`src/sv/als_pkg.sv`:
```
// shared constants and types for the adc level scrolling bar display
// no dependencies; imported by every module of the block
package als_pkg;

    localparam int BLOCK_LEN  = 64;
    localparam int SAMPLE_W   = 8;
    localparam int ROW_CNT    = 8;
    localparam int ROW_W      = $clog2(ROW_CNT);
    localparam int PIX_W      = 8;
    localparam int WORD_W     = PIX_W + ROW_CNT;
    localparam int LEVEL_CNT  = 8;
    localparam int LEVEL_W    = $clog2(LEVEL_CNT);
    // one level step of the mean is 256 / 8 = 32 codes
    localparam int MEAN_STEP  = (1 << SAMPLE_W) / LEVEL_CNT;
    localparam int LEVEL_STEP = MEAN_STEP * BLOCK_LEN;
    localparam int SUM_MAX    = ((1 << SAMPLE_W) - 1) * BLOCK_LEN;
    localparam int SUM_W      = $clog2(SUM_MAX + 1);
    localparam int CNT_W      = $clog2(BLOCK_LEN);

    typedef struct packed {
        logic               en;
        logic [PIX_W-1:0]   col;
    } t_scroll;

endpackage

```
`src/sv/als_accum.sv`:
```
// block accumulator: sums samples, finds the level at block end
// depends on als_pkg; drives the scroll request into the row chain
module als_accum (
    input  logic                          i_clk,
    input  logic                          i_rst_n,
    input  logic                          i_take,
    input  logic [als_pkg::SAMPLE_W-1:0]  i_sample,
    output als_pkg::t_scroll              o_scroll
);
    import als_pkg::*;

    logic [SUM_W-1:0]   r_sum, n_sum, sum_add;
    logic [CNT_W-1:0]   r_cnt, n_cnt;
    logic               last;
    logic [LEVEL_W-1:0] level;

    assign sum_add = r_sum + SUM_W'(i_sample);
    assign last    = (r_cnt == CNT_W'(BLOCK_LEN - 1));

    // floor(mean / 32) equals floor(sum / (32 * block length)): count thresholds
    always_comb begin
        level = '0;
        for (int k = 1; k < LEVEL_CNT; k++) begin
            if (sum_add >= SUM_W'(k * LEVEL_STEP)) begin
                level = LEVEL_W'(k);
            end
        end
    end

    always_comb begin
        n_sum = r_sum;
        n_cnt = r_cnt;
        if (i_take) begin
            if (last) begin
                n_sum = '0;
                n_cnt = '0;
            end else begin
                n_sum = sum_add;
                n_cnt = r_cnt + CNT_W'(1);
            end
        end
    end

    assign o_scroll.en  = i_take & last;
    assign o_scroll.col = PIX_W'(1) << level;

    always_ff @(posedge i_clk) begin
        if (!i_rst_n) begin
            r_sum <= '0;
            r_cnt <= '0;
        end else begin
            r_sum <= n_sum;
            r_cnt <= n_cnt;
        end
    end

endmodule

```
`src/sv/als_row_cell.sv`:
```
// one display row cell: holds a row and takes its neighbor's row on scroll
// depends on als_pkg
module als_row_cell (
    input  logic                       i_clk,
    input  logic                       i_rst_n,
    input  logic                       i_shift,
    input  logic [als_pkg::PIX_W-1:0]  i_row,
    output logic [als_pkg::PIX_W-1:0]  o_row
);
    import als_pkg::*;

    logic [PIX_W-1:0] r_row, n_row;

    assign n_row = i_shift ? i_row : r_row;
    assign o_row = r_row;

    always_ff @(posedge i_clk) begin
        if (!i_rst_n) begin
            r_row <= '0;
        end else begin
            r_row <= n_row;
        end
    end

endmodule

```
`src/sv/adc_level_scrolling_bar_display.sv`:
```
// adc level scrolling bar display, top level
// input channel: i_in_valid / o_in_stall with i_mode and i_sample; an item
// is accepted at a clock edge with i_in_valid high and o_in_stall low.
// output channel: o_out_valid / i_out_stall with o_scan_word.
// a sample item (mode 0) is added to the running block sum and gives no
// output; every 64th sample closes the block, and the row chain scrolls
// down one cell with the new one-hot level column entering row 0.
// a refresh tick (mode 1) gives one scan word: current row pixels in the
// upper byte, one-hot row select in the lower byte, then the row pointer
// advances modulo 8.
// the scan word is registered and appears in the cycle after its tick is accepted.
// throughput: one item per cycle; the single output register is refilled
// in the same cycle it is taken, so o_in_stall is high only while a word
// waits in the output register and i_out_stall holds it there.
// reset (synchronous, i_rst_n low) clears the sum, count, all rows, the
// row pointer and the output valid.
// depends on als_pkg, als_accum and als_row_cell
module adc_level_scrolling_bar_display (
    input  logic                          i_clk,
    input  logic                          i_rst_n,
    input  logic                          i_in_valid,
    output logic                          o_in_stall,
    input  logic                          i_mode,
    input  logic [als_pkg::SAMPLE_W-1:0]  i_sample,
    output logic                          o_out_valid,
    input  logic                          i_out_stall,
    output logic [als_pkg::WORD_W-1:0]    o_scan_word
);
    import als_pkg::*;

    logic             take, take_sample, take_tick;
    t_scroll          scroll;
    logic [PIX_W-1:0] rows [ROW_CNT];
    logic [PIX_W-1:0] row_in [ROW_CNT];

    logic [ROW_W-1:0]  r_scan_row, n_scan_row;
    logic              r_out_valid, n_out_valid;
    logic [WORD_W-1:0] r_word, n_word;

    assign o_in_stall  = r_out_valid & i_out_stall;
    assign take        = i_in_valid & ~o_in_stall;
    assign take_sample = take & ~i_mode;
    assign take_tick   = take & i_mode;

    als_accum u_accum (
        .i_clk    (i_clk),
        .i_rst_n  (i_rst_n),
        .i_take   (take_sample),
        .i_sample (i_sample),
        .o_scroll (scroll)
    );

    // row 0 takes the new column, every other cell its upper neighbor
    always_comb begin
        row_in[0] = scroll.col;
        for (int i = 1; i < ROW_CNT; i++) begin
            row_in[i] = rows[i-1];
        end
    end

    for (genvar g = 0; g < ROW_CNT; g++) begin : g_row
        als_row_cell u_cell (
            .i_clk   (i_clk),
            .i_rst_n (i_rst_n),
            .i_shift (scroll.en),
            .i_row   (row_in[g]),
            .o_row   (rows[g])
        );
    end

    always_comb begin
        n_scan_row  = r_scan_row;
        n_out_valid = r_out_valid & i_out_stall;
        n_word      = r_word;
        if (take_tick) begin
            n_scan_row  = r_scan_row + ROW_W'(1);
            n_out_valid = 1'b1;
            n_word      = {rows[r_scan_row], ROW_CNT'(1) << r_scan_row};
        end
    end

    always_ff @(posedge i_clk) begin
        if (!i_rst_n) begin
            r_scan_row  <= '0;
            r_out_valid <= 1'b0;
        end else begin
            r_scan_row  <= n_scan_row;
            r_out_valid <= n_out_valid;
        end
    end

    always_ff @(posedge i_clk) begin
        r_word <= n_word;
    end

    assign o_out_valid = r_out_valid;
    assign o_scan_word = r_word;

endmodule

```
`config.mk`:
```
export PLATFORM = sky130hd
export DESIGN_NAME = adc_level_scrolling_bar_display
export DESIGN_NICKNAME = d
export VERILOG_FILES = /design/src/sv/als_pkg.sv /design/src/sv/als_accum.sv /design/src/sv/als_row_cell.sv /design/src/sv/adc_level_scrolling_bar_display.sv
export SDC_FILE = /design/constraint.sdc
export NUM_CORES = 1
export LEC_CHECK = 0
export BUFFER_PORTS_ARGS = -buffer_cell sky130_fd_sc_hd__buf_2
export CORE_UTILIZATION = 45
export DETAILED_ROUTE_END_ITERATION = 8
export RECOVER_POWER = 100
export SLEW_MARGIN = 5
export SYNTH_ARGS = -nofsm -noshare
export SYNTH_HDL_FRONTEND = slang
export SYNTH_SLANG_ARGS = --single-unit
export TNS_END_PERCENT = 30
```
`constraint.sdc`:
```
create_clock -name i_clk -period 3.4 [get_ports i_clk]
set_input_delay 0.34 -clock i_clk [delete_from_list [all_inputs] [get_ports i_clk]]
set_output_delay 0.34 -clock i_clk [all_outputs]
set_load 0.03 [all_outputs]
```
==> results.md, run 1 <==
- Top_reg_cell synth: dfxtp_1
- CP endpoint kind: flip-flop
- Bufs on Longest Clock Path: 2
- DP Area: 4940 µm²
- Top cells by area, synth: dfxtp_1 38%, nand2_1 11%, edfxtp_1 10%
- Critical-path cell list: ha_1, nand3_1, or4_2, clkbuf_2, nand2_1, nor2_1
- Syn Std Cell Area: between 4000 and 5000 µm²
- Reg clk slew, reported paths: 0.10 ns
- RR Startpoint: u_accum.r_cnt[0]
- Top sig layer: met4
- Gpl congestion: 0.782
- Vias in the first global route: 3372
- Mapped Cells: about 500
- TritonCTS clock tree: done
- Nets: around 550
- CTS resizes: 0
- Setup Fix Bufs, Post-CTS: 0
- Wl on met1: 4.45 mm
- Outcome: finished, final reports clean
- Cell family with most CP delay: simple AND/OR/NAND/NOR gates
- Clock Skew: roughly 0.012 ns
- Cells on Worst Hold Path: 2
- FF-to-FF End: u_accum.r_cnt[3]
- WP data required: between 3 and 4 ns
- Synth Area per Inst: between 9 and 10 µm²
- Register bit total from synthesis: 104
- Detailed-placement wirelength estimate: 6.02 mm
- I/O pins: 31
- Setup Total Neg Slack: 0 ns
- Routed vias: 3550
- Highest net fanout along the worst path: 57
- FF/Latch Area: 2240 µm²
- R2R cell count: 6
- First-pass GRT wire length: between 15 and 20 mm
- Worst-Skew Late Latency: 0.38 ns
- Synth cell count leaders: 134 x nand2_1, 88 x dfxtp_1, 68 x a21oi_1, 26 x clkbuf_1, 23 x nor2_1
- Worst hold start: i_rst_n
- CP max-delay cell: clkbuf_2
- Row count: 36
- DIE AREA: roughly 11000 µm²
- EDFF count, synth: 16
- CP startpoint kind: flip-flop
- DRC violation total after the first TritonRoute iteration: 151
- Effective utilization at floorplan: 47.3%
- Grt ovf: 0
- Crit-path max cell delay: 0.66 ns
- Tightest Pin Transition: roughly 1.3 ns
- Cell taking the most area after synthesis: dfxtp_1
- GRT Total Usage: 18.7%
- Drt wl/cell: 14.0 µm
- DRC: 0
- Worst path bufs/invs: 1
- Area taken by multi-input logic gates: 2290 µm²
- Largest net degree at the start of global routing: 76
- Top cell type's share of synthesized area: 37.6%
- Data arrival time of the worst path: 2.87 ns
- RSZ-0062 raised after global routing: no
- Die height: roughly 100 µm
- Port Buf Inserts: 30
- Fin area: 5100 µm²
- Post-Syn Nets: 530
- Core area: 9910 µm²
- PD cells: 439 nW/µm²
- Minimum clock period: roughly 2.6 ns
- Post-synthesis sequential area ratio: 47.9%
- Slew headroom: between 10% and 20%
- Pwr Total: roughly 0.0022 W
- Max_cap viols: 0
- Fill cells: ~970
- Ratio of cells with drive above 1 in the final layout: 12.0%
- Final Setup Violations: 0
- Worst Hold End: o_out_valid
- Worst Path Class, Setup: reg -> reg
- Hold_buf cts: 0
- Setup ws final: 0.787 ns
- H-tree Lvls: 3
- Clock buffer count from CTS: 9
- Drt first pass iters: 4
- Min-delay worst type: in -> reg
- Number of antenna diodes: 0
- Asr flop ratio synth: 0%
- Die width: 104 µm
- Remaining antenna violation count: 0
- Synth-to-layout area growth: 8.90%
- Count leader, synth: nand2_1
- Root buf cell: clkbuf_8
- Clock sinks: 104
- Post-Route WL: about 9.2 mm
- Count of cell types in the netlist: 42
- Final hold vios: 0
- Fmax: 383 MHz
- Max-slew violation count: 0
- Tcrit/Tclk final: 76.8%
- Peak supply drop: between 300 and 400 µV
- Pre-CTS setup slack: 0.745 ns
- Synth warn: 0
- DR vias/cell: 5.40
- Leakage: about 1.7 nW
- Reg-to-reg slack, setup: between 0.7 and 0.8 ns
- Met3 routed WL: 407 µm
- DR WL met2: 4.19 mm
- Initial antenna violation count: 0
## registers in the layout, summed over array words and instances (netlist names)
signal	cells
r_scan_row	3
g_row.u_cell.o_row	64
u_accum.r_cnt	6
o_scan_word	16
u_accum.r_sum	14
o_out_valid	1
## worst register-to-register path: cells and delay by family (launching register included)
family        cells  cell delay, ns
flops             1            0.38
fa+ha+maj         1            0.18
buf+inv           1            0.66
simple gates      4            1.27
## placed cells by master, fill, tap and decap left out, types with 7 or more instances in the layout
cell type,instances
a21oi_1,68
buf_2,12
clkbuf_1,24
clkbuf_8,9
dfxtp_1,88
edfxtp_1,16
ha_1,13
mux2_2,9
mux4_2,16
nand2_1,134
nor2_1,23
o21ai_0,7
xnor2_1,7
## area by class of cell
type,count,area share [%]
Timing Repair Buffer,39,3.41
Clock buffer,10,2.50
Multi-Input combinational cell,360,44.9
Inverter,6,0.442
Sequential cell,104,44.0
Clock inverter,6,1.47
Tap cell,133,3.26
## worst max path at each step
| stage | to | start | depth (start not counted) |
|---|---|---|---|
| floorplan | g_row[0].u_cell.o_row[7] | i_sample[0] | 7 |
| global placement | g_row[0].u_cell.o_row[7] | i_sample[0] | 9 |
| detailed placement | g_row[0].u_cell.o_row[7] | i_sample[0] | 9 |
| CTS | g_row[0].u_cell.o_row[7] | u_accum.r_sum[0] | 8 |
| global route | g_row[0].u_cell.o_row[7] | u_accum.r_sum[0] | 8 |
| finish | u_accum.r_cnt[3] | u_accum.r_cnt[0] | 6 |
## stage by stage
step / hold slack, ns / util (%) / std cells
after floorplan: 0.433 / - / 503
after global placement: 0.441 / 49.9 / 642
after detailed placement: 0.447 / 49.9 / 642
after CTS: 0.272 / 51.9 / 658
after global routing: 0.274 / 51.5 / 658
final: 0.293 / 51.5 / 658
## kinds of logic (layout without fill, tap and decap cells)
| group | count (synthesis) | after routing | synth area share (%) |
|---|---|---|---|
| DFF | 104 | 104 | 47.9 |
| and+or+nand+nor | 195 | 195 | 17.7 |
| AOI/OAI and AO/OA | 109 | 109 | 14.1 |
| xor gates and xnor gates | 13 | 13 | 2.43 |
| muxes | 29 | 29 | 10.7 |
| buffers and inverters | 39 | 61 | 3.26 |
| adders and majority gates | 14 | 14 | 3.90 |
## per-layer routing
layer  GRT usage (%)  up-vias
li1                -     1790
met3            4.14        9
met1            24.8     1676
met5               0        -
met4            6.94        0
met2            29.8       75
## report_power, final
part | switching [W] | internal, W | total, W
sequential | 0.0000168 | 0.00127 | 0.00128
clock | 0.000439 | 0.000353 | 0.000792
combinational | 0.000106 | 0.0000578 | 0.000164
total | 0.000562 | 0.00168 | 0.00224
Power figures use the tool's default switching activity.
==> inputs of run 2 (changes only) <==
--- a/config.mk
+++ b/config.mk
@@ -5,6 +5,7 @@
 export SDC_FILE = /design/constraint.sdc
 export NUM_CORES = 1
 export LEC_CHECK = 0
+export ABC_AREA = 1
 export BUFFER_PORTS_ARGS = -buffer_cell sky130_fd_sc_hd__buf_2
 export CORE_UTILIZATION = 45
 export DETAILED_ROUTE_END_ITERATION = 8
==> constraint.sdc (replaced) <==
create_clock -name i_clk -period 2.2 [get_ports i_clk]
set_input_delay 0.22 -clock i_clk [delete_from_list [all_inputs] [get_ports i_clk]]
set_output_delay 0.22 -clock i_clk [all_outputs]
set_load 0.03 [all_outputs]
==> run 2 against run 1 <==
Net effect: die area increased by 3.9%; register-to-register slack got worse by 0.52 ns; sequential cell count is the same; count of clock-buffer cells in the layout increased by 2; via count is 20% higher; hold slack lost 0.060 ns; first-iteration DRC count grew 4.0%; total power grew 58%; non-clock buffer count grew 6; clock power rose by 53%; area after synthesis increased by 3.9%; clock skew hardly changed; critical endpoint is now r_scan_row[2]; largest cell class unchanged; largest power group unchanged.
==> results.md, run 2 <==
- First-pass GRT wire length: 18.3 mm (+13%)
- Final Setup Violations: 0 (unchanged)
- Worst Hold End: u_accum.r_sum[0]
- Max-slew violation count: 0 (unchanged)
- Fmax: 516 MHz (+35%)
- Met2 Resource Use GR: 32.4% (+2.6 points)
- WP data required: 2.48 ns (-1.18 ns)
- Tcrit/Tclk final: 88.0% (+11 points)
- Worst Path Class, Setup: reg -> reg
- EDFF count, synth: 16 (unchanged)
- Setup Total Neg Slack: 0 ns (unchanged)
- Row count: 37 (+2.8%)
- Post-Route WL: 10.6 mm (+15%)
- DRC: 0 (unchanged)
- Bufs on Longest Clock Path: 2 (unchanged)
- Syn Std Cell Area: 4870 µm² (+3.9%)
- Hold_buf cts: 0 (unchanged)
- Die height: 106 µm (+1.9%)
- Most common cell after layout, fill and taps aside: nor2_1
- Asr flop ratio synth: 0% (unchanged)
- Drt wl/cell: 12.7 µm (-8.9%)
- Outcome: finished, final reports clean
- Core area: 10400 µm² (+5.1%)
- TritonCTS clock tree: done
- Hold slack: 0.233 ns (-0.0598 ns)
- GR Util met1: 27.6% (+2.8 points)
- Cells on Worst Hold Path: 4 (+2)
- R2R cell count: 7 (+1)
- Max reg flops: 64 (unchanged)
- Max_cap viols: 0 (unchanged)
- Top cell type's share of synthesized area: 36.2% (-1.4 points)
- Clock sinks: 104 (unchanged)
- Remaining antenna violation count: 0 (unchanged)
- Initial antenna violation count: 0 (unchanged)
- Post-Syn Nets: 698 (+32%)
- Nets: 720 (+32%)
- Effective utilization at floorplan: 46.7% (-0.53 points)
- Peak supply drop: 329 µV (-5.3%)
- Fill cells: 1057 (+9.3%)
- RR Startpoint: o_out_valid
- Synth-to-layout area growth: 8.61%
- Worst-Skew Late Latency: 0.39 ns (about the same)
- Top cells by area, synth: dfxtp_1 36%, nor2_1 14%, edfxtp_1 9.9%
- Clock Skew: 0.0121 ns (-0.0000973 ns)
- CP startpoint kind: flip-flop
- Synth cell count leaders: 185 x nor2_1, 106 x nand2_1, 92 x o21ai_0, 88 x dfxtp_1, 40 x inv_1
- CP endpoint kind: flip-flop
- Drt first pass iters: 4 (unchanged)
- DIE AREA: 11200 µm² (+3.9%)
- Met3 Use GR: 3.49% (-0.64 points)
- Post-synthesis sequential area ratio: 46.1% (-1.8 points)
- Setup Fix Bufs, Post-CTS: 0 (unchanged)
- CTS resizes: 0 (unchanged)
- Commonest non-fill, non-tap cells in the layout: 186 x nor2_1, 106 x nand2_1, 94 x o21ai_0
- Top_reg_cell synth: dfxtp_1
- FF-to-FF End: r_scan_row[2]
- H-tree Lvls: 3 (unchanged)
- Seq pwr share: 56.0% (-1.3 points)
- Count of cell types in the netlist: 35 (-17%)
- Busiest grt layer: met2
- I/O pins: 31 (unchanged)
- DR vias/cell: 5.09 (-5.7%)
- GRT Total Usage: 20.5% (+1.8 points)
- Reg clk slew, reported paths: 0.11 ns (about the same)
- Grt ovf: 0 (unchanged)
- Largest net degree at the start of global routing: 64 (-16%)
- Sw Share: 26.5% (+1.4 points)
- Power share of the combinational group: 9.8% (+2.5 points)
- Root buf cell: clkbuf_8
- Internal Power: 0.00260 W (+55%)
- Vias in the first global route: 3867 (+15%)
- Worst hold start: i_sample[0]
- Die width: 106 µm (+1.9%)
- Mapped Cells: 671 (+33%)
- Minimum clock period: 1.94 ns (-0.675 ns)
- PD cells: 668 nW/µm² (+52%)
- Number of antenna diodes: 0 (unchanged)
- Min-delay worst type: in -> reg
- Synth Area per Inst: 7.25 µm² (-22%)
- Reg-to-reg slack, setup: 0.26 ns (-0.52 ns)
- Switch Pwr: 0.000935 W (+66%)
- Clk pwr share: 34.2% (-1.2 points)
- RSZ-0062 raised after global routing: no
- Routed vias: 4245 (+20%)
- Highest net fanout along the worst path: 13 (-77%)
- Clock buffer count from CTS: 9 (unchanged)
- Cell taking the most area after synthesis: dfxtp_1
- DRC violation total after the first TritonRoute iteration: 157 (+4.0%)
- Port Buf Inserts: 30 (unchanged)
- Leakage: 2.50 nW (+44%)
- Tightest Pin Transition: 0.959 ns (-0.293 ns)
- Ratio of cells with drive above 1 in the final layout: 6.88% (-5.1 points)
- Synth warn: 0 (unchanged)
- Final hold vios: 0 (unchanged)
- Detailed-placement wirelength estimate: 6.74 mm (+12%)
- Gpl congestion: 0.841 (+7.6%)
- Count leader, synth: nor2_1
- Data arrival time of the worst path: 2.22 ns (-0.65 ns)
- Register bit total from synthesis: 104 (unchanged)
- Slew headroom: 36.1% (+20 points)
==> run 2: kinds of logic after synthesis <==
| family | share of synthesized area (%) |
|---|---|
| adders and majority gates | 3.75 |
| xor gates and xnor gates | 0.540 |
| and+or+nand+nor | 27.5 |
| buffers and inverters | 7.15 |
| AOI/OAI and AO/OA | 15.0 |
| DFF | 46.1 |
==> run 2: area by class of cell <==
cell class	instances	area, µm²	area share, %
clock inverter	4	33.8	0.639
inverter	46	173	3.27
tap	136	170	3.22
multi-input combinational	487	2270	42.9
sequential	104	2240	42.4
timing repair buffer	45	231	4.38
clock buffer	12	166	3.15
==> run 2: worst max-delay path by stage <==
stage                     depth (start not counted)  slack [ns]             start                        to
after floorplan                                   6        0.12       o_out_valid             r_scan_row[2]
after global placement                           12        0.34       i_sample[0]  g_row[0].u_cell.o_row[2]
after detailed placement                         12        0.30       i_sample[0]  g_row[0].u_cell.o_row[3]
after CTS                                        11        0.31  u_accum.r_sum[0]  g_row[0].u_cell.o_row[1]
after global routing                              7        0.06       o_out_valid             r_scan_row[2]
final                                             7        0.26       o_out_valid             r_scan_row[2]
==> run 2: worst max-delay path, stage by stage, from the launching register on <==
cell and delay [ns]:
dfxtp_1 0.32, nand2_1 0.09, inv_1 0.08, nor3_1 0.29
clkbuf_1 0.57, inv_1 0.20, o31ai_1 0.23, a21oi_1 0.06
==> run 2: power by group through the flow <==
stage | clock (W) | combinational (W) | sequential (W)
after detailed placement | 0 | 0.000358 | 0.00202
after global routing | 0.00132 | 0.000393 | 0.00198
after floorplan | 0 | 0.000223 | 0.00205
after CTS | 0.00125 | 0.000358 | 0.00198
final | 0.00121 | 0.000346 | 0.00198
after global placement | 0 | 0.000355 | 0.00202
==> run 2: layer usage <==
metal	routed length (µm)	vias to the layer above
met4	211	0
met1	5290	1931
li1	-	2223
met5	0	-
met2	4710	73
met3	399	18
==> run 2: stage by stage <==
stage | util [%] | area [µm²] | worst slack [ns] | instances | power, W
2_1_floorplan | - | 4870 | 0.119 | 671 | 0.00227
3_3_place_gp | 49.4 | 5140 | 0.345 | 818 | 0.00237
3_5_place_dp | 49.4 | 5140 | 0.302 | 818 | 0.00238
4_1_cts | 51.3 | 5340 | 0.314 | 834 | 0.00359
5_1_grt | 50.8 | 5290 | 0.0590 | 834 | 0.00370
6_report | 50.8 | 5290 | 0.263 | 834 | 0.00353
==> inputs of run 3 (changes only) <==
--- a/config.mk
+++ b/config.mk
@@ -13,5 +13,6 @@
 export SLEW_MARGIN = 5
 export SYNTH_ARGS = -nofsm -noshare
 export SYNTH_HDL_FRONTEND = slang
+export SYNTH_HIERARCHICAL = 1
 export SYNTH_SLANG_ARGS = --single-unit
 export TNS_END_PERCENT = 30
==> run 3 against run 2 <==
Net effect: sequential cell count unchanged; global-route usage down 2.2 points; largest power group unchanged; setup slack worse by 0.0045 ns; fmax down 0.23%; routed wire length up 4.9%; hold slack better by 0.0010 ns; sequential share of layout area down 6.9 points.
==> results.md, run 3 <==
- Drt first pass iters: 4 (unchanged)
- Final hold vios: 0 (unchanged)
- Tightest Pin Transition: 0.817 ns (-0.142 ns)
- Routed vias: 4753 (+12%)
- Cell taking the most area after synthesis: dfxtp_1
- Nets: 953 (+32%)
- Syn Std Cell Area: 5980 µm² (+23%)
- Synth cell count leaders: 288 x nand2_1, 169 x inv_1, 159 x nor2_1, 88 x dfxtp_1, 51 x nand3_1
- Die height: 117 µm (+11%)
- Final Setup Violations: 0 (unchanged)
- Commonest non-fill, non-tap cells in the layout: 300 x nand2_1, 170 x inv_1, 158 x nor2_1
- Drt wl/cell: 10.1 µm (-21%)
- DRC violation total after the first TritonRoute iteration: 228 (+45%)
- Die width: 117 µm (+11%)
- Vias in the first global route: 4143 (+7.1%)
- Count leader, synth: nand2_1
- CP endpoint kind: flip-flop
- DRC: 0 (unchanged)
- Remaining antenna violation count: 0 (unchanged)
- Synth warn: 6 (+6)
- Clock sinks: 104 (unchanged)
- RSZ-0062 raised after global routing: no
- Gpl congestion: 0.803 (-4.6%)
- Power share of the combinational group: 10.1% (+0.3 points)
- Worst hold start: i_out_stall
- Minimum clock period: 1.94 ns (+0.00449 ns)
- Core area: 12800 µm² (+23%)
- First-pass GRT wire length: 19.3 mm (+5.7%)
- Top cells by area, synth: dfxtp_1 29%, nand2_1 18%, inv_1 11%
- Post-synthesis xor/xnor area fraction: 0.586% (+0.046 points)
- I/O pins: 31 (unchanged)
- Top_reg_cell synth: dfxtp_1
- TritonCTS clock tree: done
- Fill cells: 1365 (+29%)
- Bufs on Longest Clock Path: 2 (unchanged)
- Outcome: finished, final reports clean
- DR vias/cell: 4.31 (-15%)
- Detailed-placement wirelength estimate: 7.34 mm (+8.9%)
- Ratio of cells with drive above 1 in the final layout: 7.41% (+0.53 points)
- Main combinational cell family by area after synthesis: simple AND/OR/NAND/NOR gates
- GR Util met1: 23.0% (-4.6 points)
- Non-Filler Instances: 1103 (+32%)
- Min-delay worst type: in -> reg
- Max reg flops: 64 (unchanged)
- Sw Share: 24.5% (-2.0 points)
- CP startpoint kind: flip-flop
- Worst-Skew Late Latency: 0.36 ns (-0.03 ns)
- Max-slew violation count: 0 (unchanged)
- Synth Area in Simple Gates: 37.2% (+9.7 points)
- Asr flop ratio synth: 0% (unchanged)
- EDFF count, synth: 16 (unchanged)
- Met2 Resource Use GR: 30.7% (-1.8 points)
- Number of antenna diodes: 0 (unchanged)
- PD cells: 653 nW/µm² (-2.2%)
- Busiest grt layer: met2
- Row count: 41 (+11%)
- DIE AREA: 13800 µm² (+22%)
- Synth-to-layout area growth: 5.50%
- Largest net degree at the start of global routing: 43 (-33%)
- Worst Setup SP: u_accum/r_cnt[0]
- H-tree Lvls: 3 (unchanged)
- Root buf cell: clkbuf_16
- Effective utilization at floorplan: 46.8% (+0.10 points)
- Mux contribution to synthesized area: 0% (unchanged)
- Post-Route WL: 11.1 mm (+4.9%)
- Compound-Gate Fraction of Synth Area: 2.95% (-12 points)
- Port Buf Inserts: 30 (unchanged)
- Post-Synth Adder-Cell Area: 3.05% (-0.70 points)
- Fmax: 515 MHz (-0.23%)
- Leakage: 2.79 nW (+12%)
- Slew headroom: 45.5% (+9.4 points)
- Tcrit/Tclk final: 88.3% (+0.20 points)
- Clock Skew: 0.00642 ns (-0.00564 ns)
- Initial antenna violation count: 0 (unchanged)
- Mapped Cells: 909 (+35%)
- Reg clk slew, reported paths: 0.07 ns (-0.04 ns)
- Top cell type's share of synthesized area: 29.4% (-6.7 points)
- Most common cell after layout, fill and taps aside: nand2_1
- Met3 Use GR: 4.69% (+1.2 points)
- Data arrival time of the worst path: 2.19 ns (-0.03 ns)
- Synth Area per Inst: 6.58 µm² (-9.3%)
- Worst Path Class, Setup: reg -> reg
- Register bit total from synthesis: 104 (unchanged)
- Post-synthesis sequential area ratio: 37.5% (-8.6 points)
- Post-placement cell count: 1086 (+33%)
- RR Startpoint: u_accum/r_cnt[0]
- Reg-to-reg slack, setup: 0.26 ns (about the same)
- Peak supply drop: 499 µV (+52%)
- Highest net fanout along the worst path: 41 (+28)
- Grt ovf: 0 (unchanged)
- Post-Syn Nets: 936 (+34%)
- Count of cell types in the netlist: 37 (+5.7%)
- GRT Total Usage: 18.3% (-2.2 points)
- WP data required: 2.45 ns (-0.03 ns)
- Clk pwr share: 41.6% (+7.4 points)
- Clock buffer count from CTS: 9 (unchanged)
- Switch Pwr: 0.00101 W (+8.2%)
- Max_cap viols: 0 (unchanged)
- Internal Power: 0.00311 W (+20%)
- Setup Total Neg Slack: 0 ns (unchanged)
- Hold_buf cts: 0 (unchanged)
- Seq pwr share: 48.2% (-7.8 points)
run 3: changes by cell type in the layout (fill, tap and decap cells not counted), moves of 7 or more:
cell       change
a31oi_1        -8
clkbuf_16      +9
clkbuf_8       -8
inv_1        +130
nand2_1      +194
nand2_2       +12
nand3_1       +29
nor2_1        -28
o21ai_0       -88
o22ai_1        -7
run 3: kinds of logic after synthesis:
group	count (synthesis)
and+or+nand+nor	540
buffers and inverters	215
DFF	104
AOI/OAI and AO/OA	32
adders and majority gates	14
xor gates and xnor gates	4
run 3: timing repair:
item | 4_1_cts | 5_1_grt
hold endpoints to repair | 0 | 0
resized for setup | 0 | 1
endpoints found under the setup margin | 0 | 6
setup buffers | 0 | 1
run 3: final cells by class:
class | instances | area, µm² | share of cell area [%]
clock buffer | 14 | 285 | 4.52
clock inverter | 2 | 35.0 | 0.555
inverter | 175 | 664 | 10.5
multi-input combinational | 590 | 2590 | 41.1
sequential | 104 | 2240 | 35.5
tap | 172 | 215 | 3.41
timing repair buffer | 46 | 274 | 4.34
run 3: path summary, 6_finish.rpt:
kind,to,depth (start not counted)
min,o_out_valid,5
max,g_row[6].u_cell/o_row[4],7
min reg2reg,u_accum/r_sum[0],2
max reg2reg,g_row[6].u_cell/o_row[4],7
run 3: routing by layer:
metal,wire length [µm],share of wire [%]
met1,5670,51
met2,5020,45
met3,310,2.8
met4,137,1.2
met5,0,0
run 3: metrics by stage:
stage / worst slack, ns / hold WS [ns] / area [µm²] / total power [W] / utilization [%]
2_1_floorplan: 0.0143 / 0.340 / 5980 / 0.00237 / -
3_3_place_gp: 0.293 / 0.460 / 6050 / 0.00246 / 47.4
3_5_place_dp: 0.239 / 0.463 / 6050 / 0.00246 / 47.4
4_1_cts: 0.217 / 0.220 / 6370 / 0.00419 / 49.9
5_1_grt: 0.0537 / 0.259 / 6310 / 0.00432 / 49.4
6_report: 0.258 / 0.234 / 6310 / 0.00412 / 49.4
run 3: power by group through the flow:
stage / Clock (W) / Combinational (W) / Sequential, W
after global routing: 0.00184 / 0.000483 / 0.00199
final: 0.00172 / 0.000418 / 0.00199
after detailed placement: 0 / 0.000430 / 0.00203
after floorplan: 0 / 0.000318 / 0.00206
after CTS: 0.00177 / 0.000432 / 0.00199
after global placement: 0 / 0.000431 / 0.00203
run 3: worst max-delay path: stages (launching register included):
cell and delay [ns]:
dfxtp_1 0.36, ha_1 0.21, nand4_1 0.23, nor2_2 0.56, buf_12 0.28, nand2_1 0.08, nand2_1 0.06, nor2_1 0.04
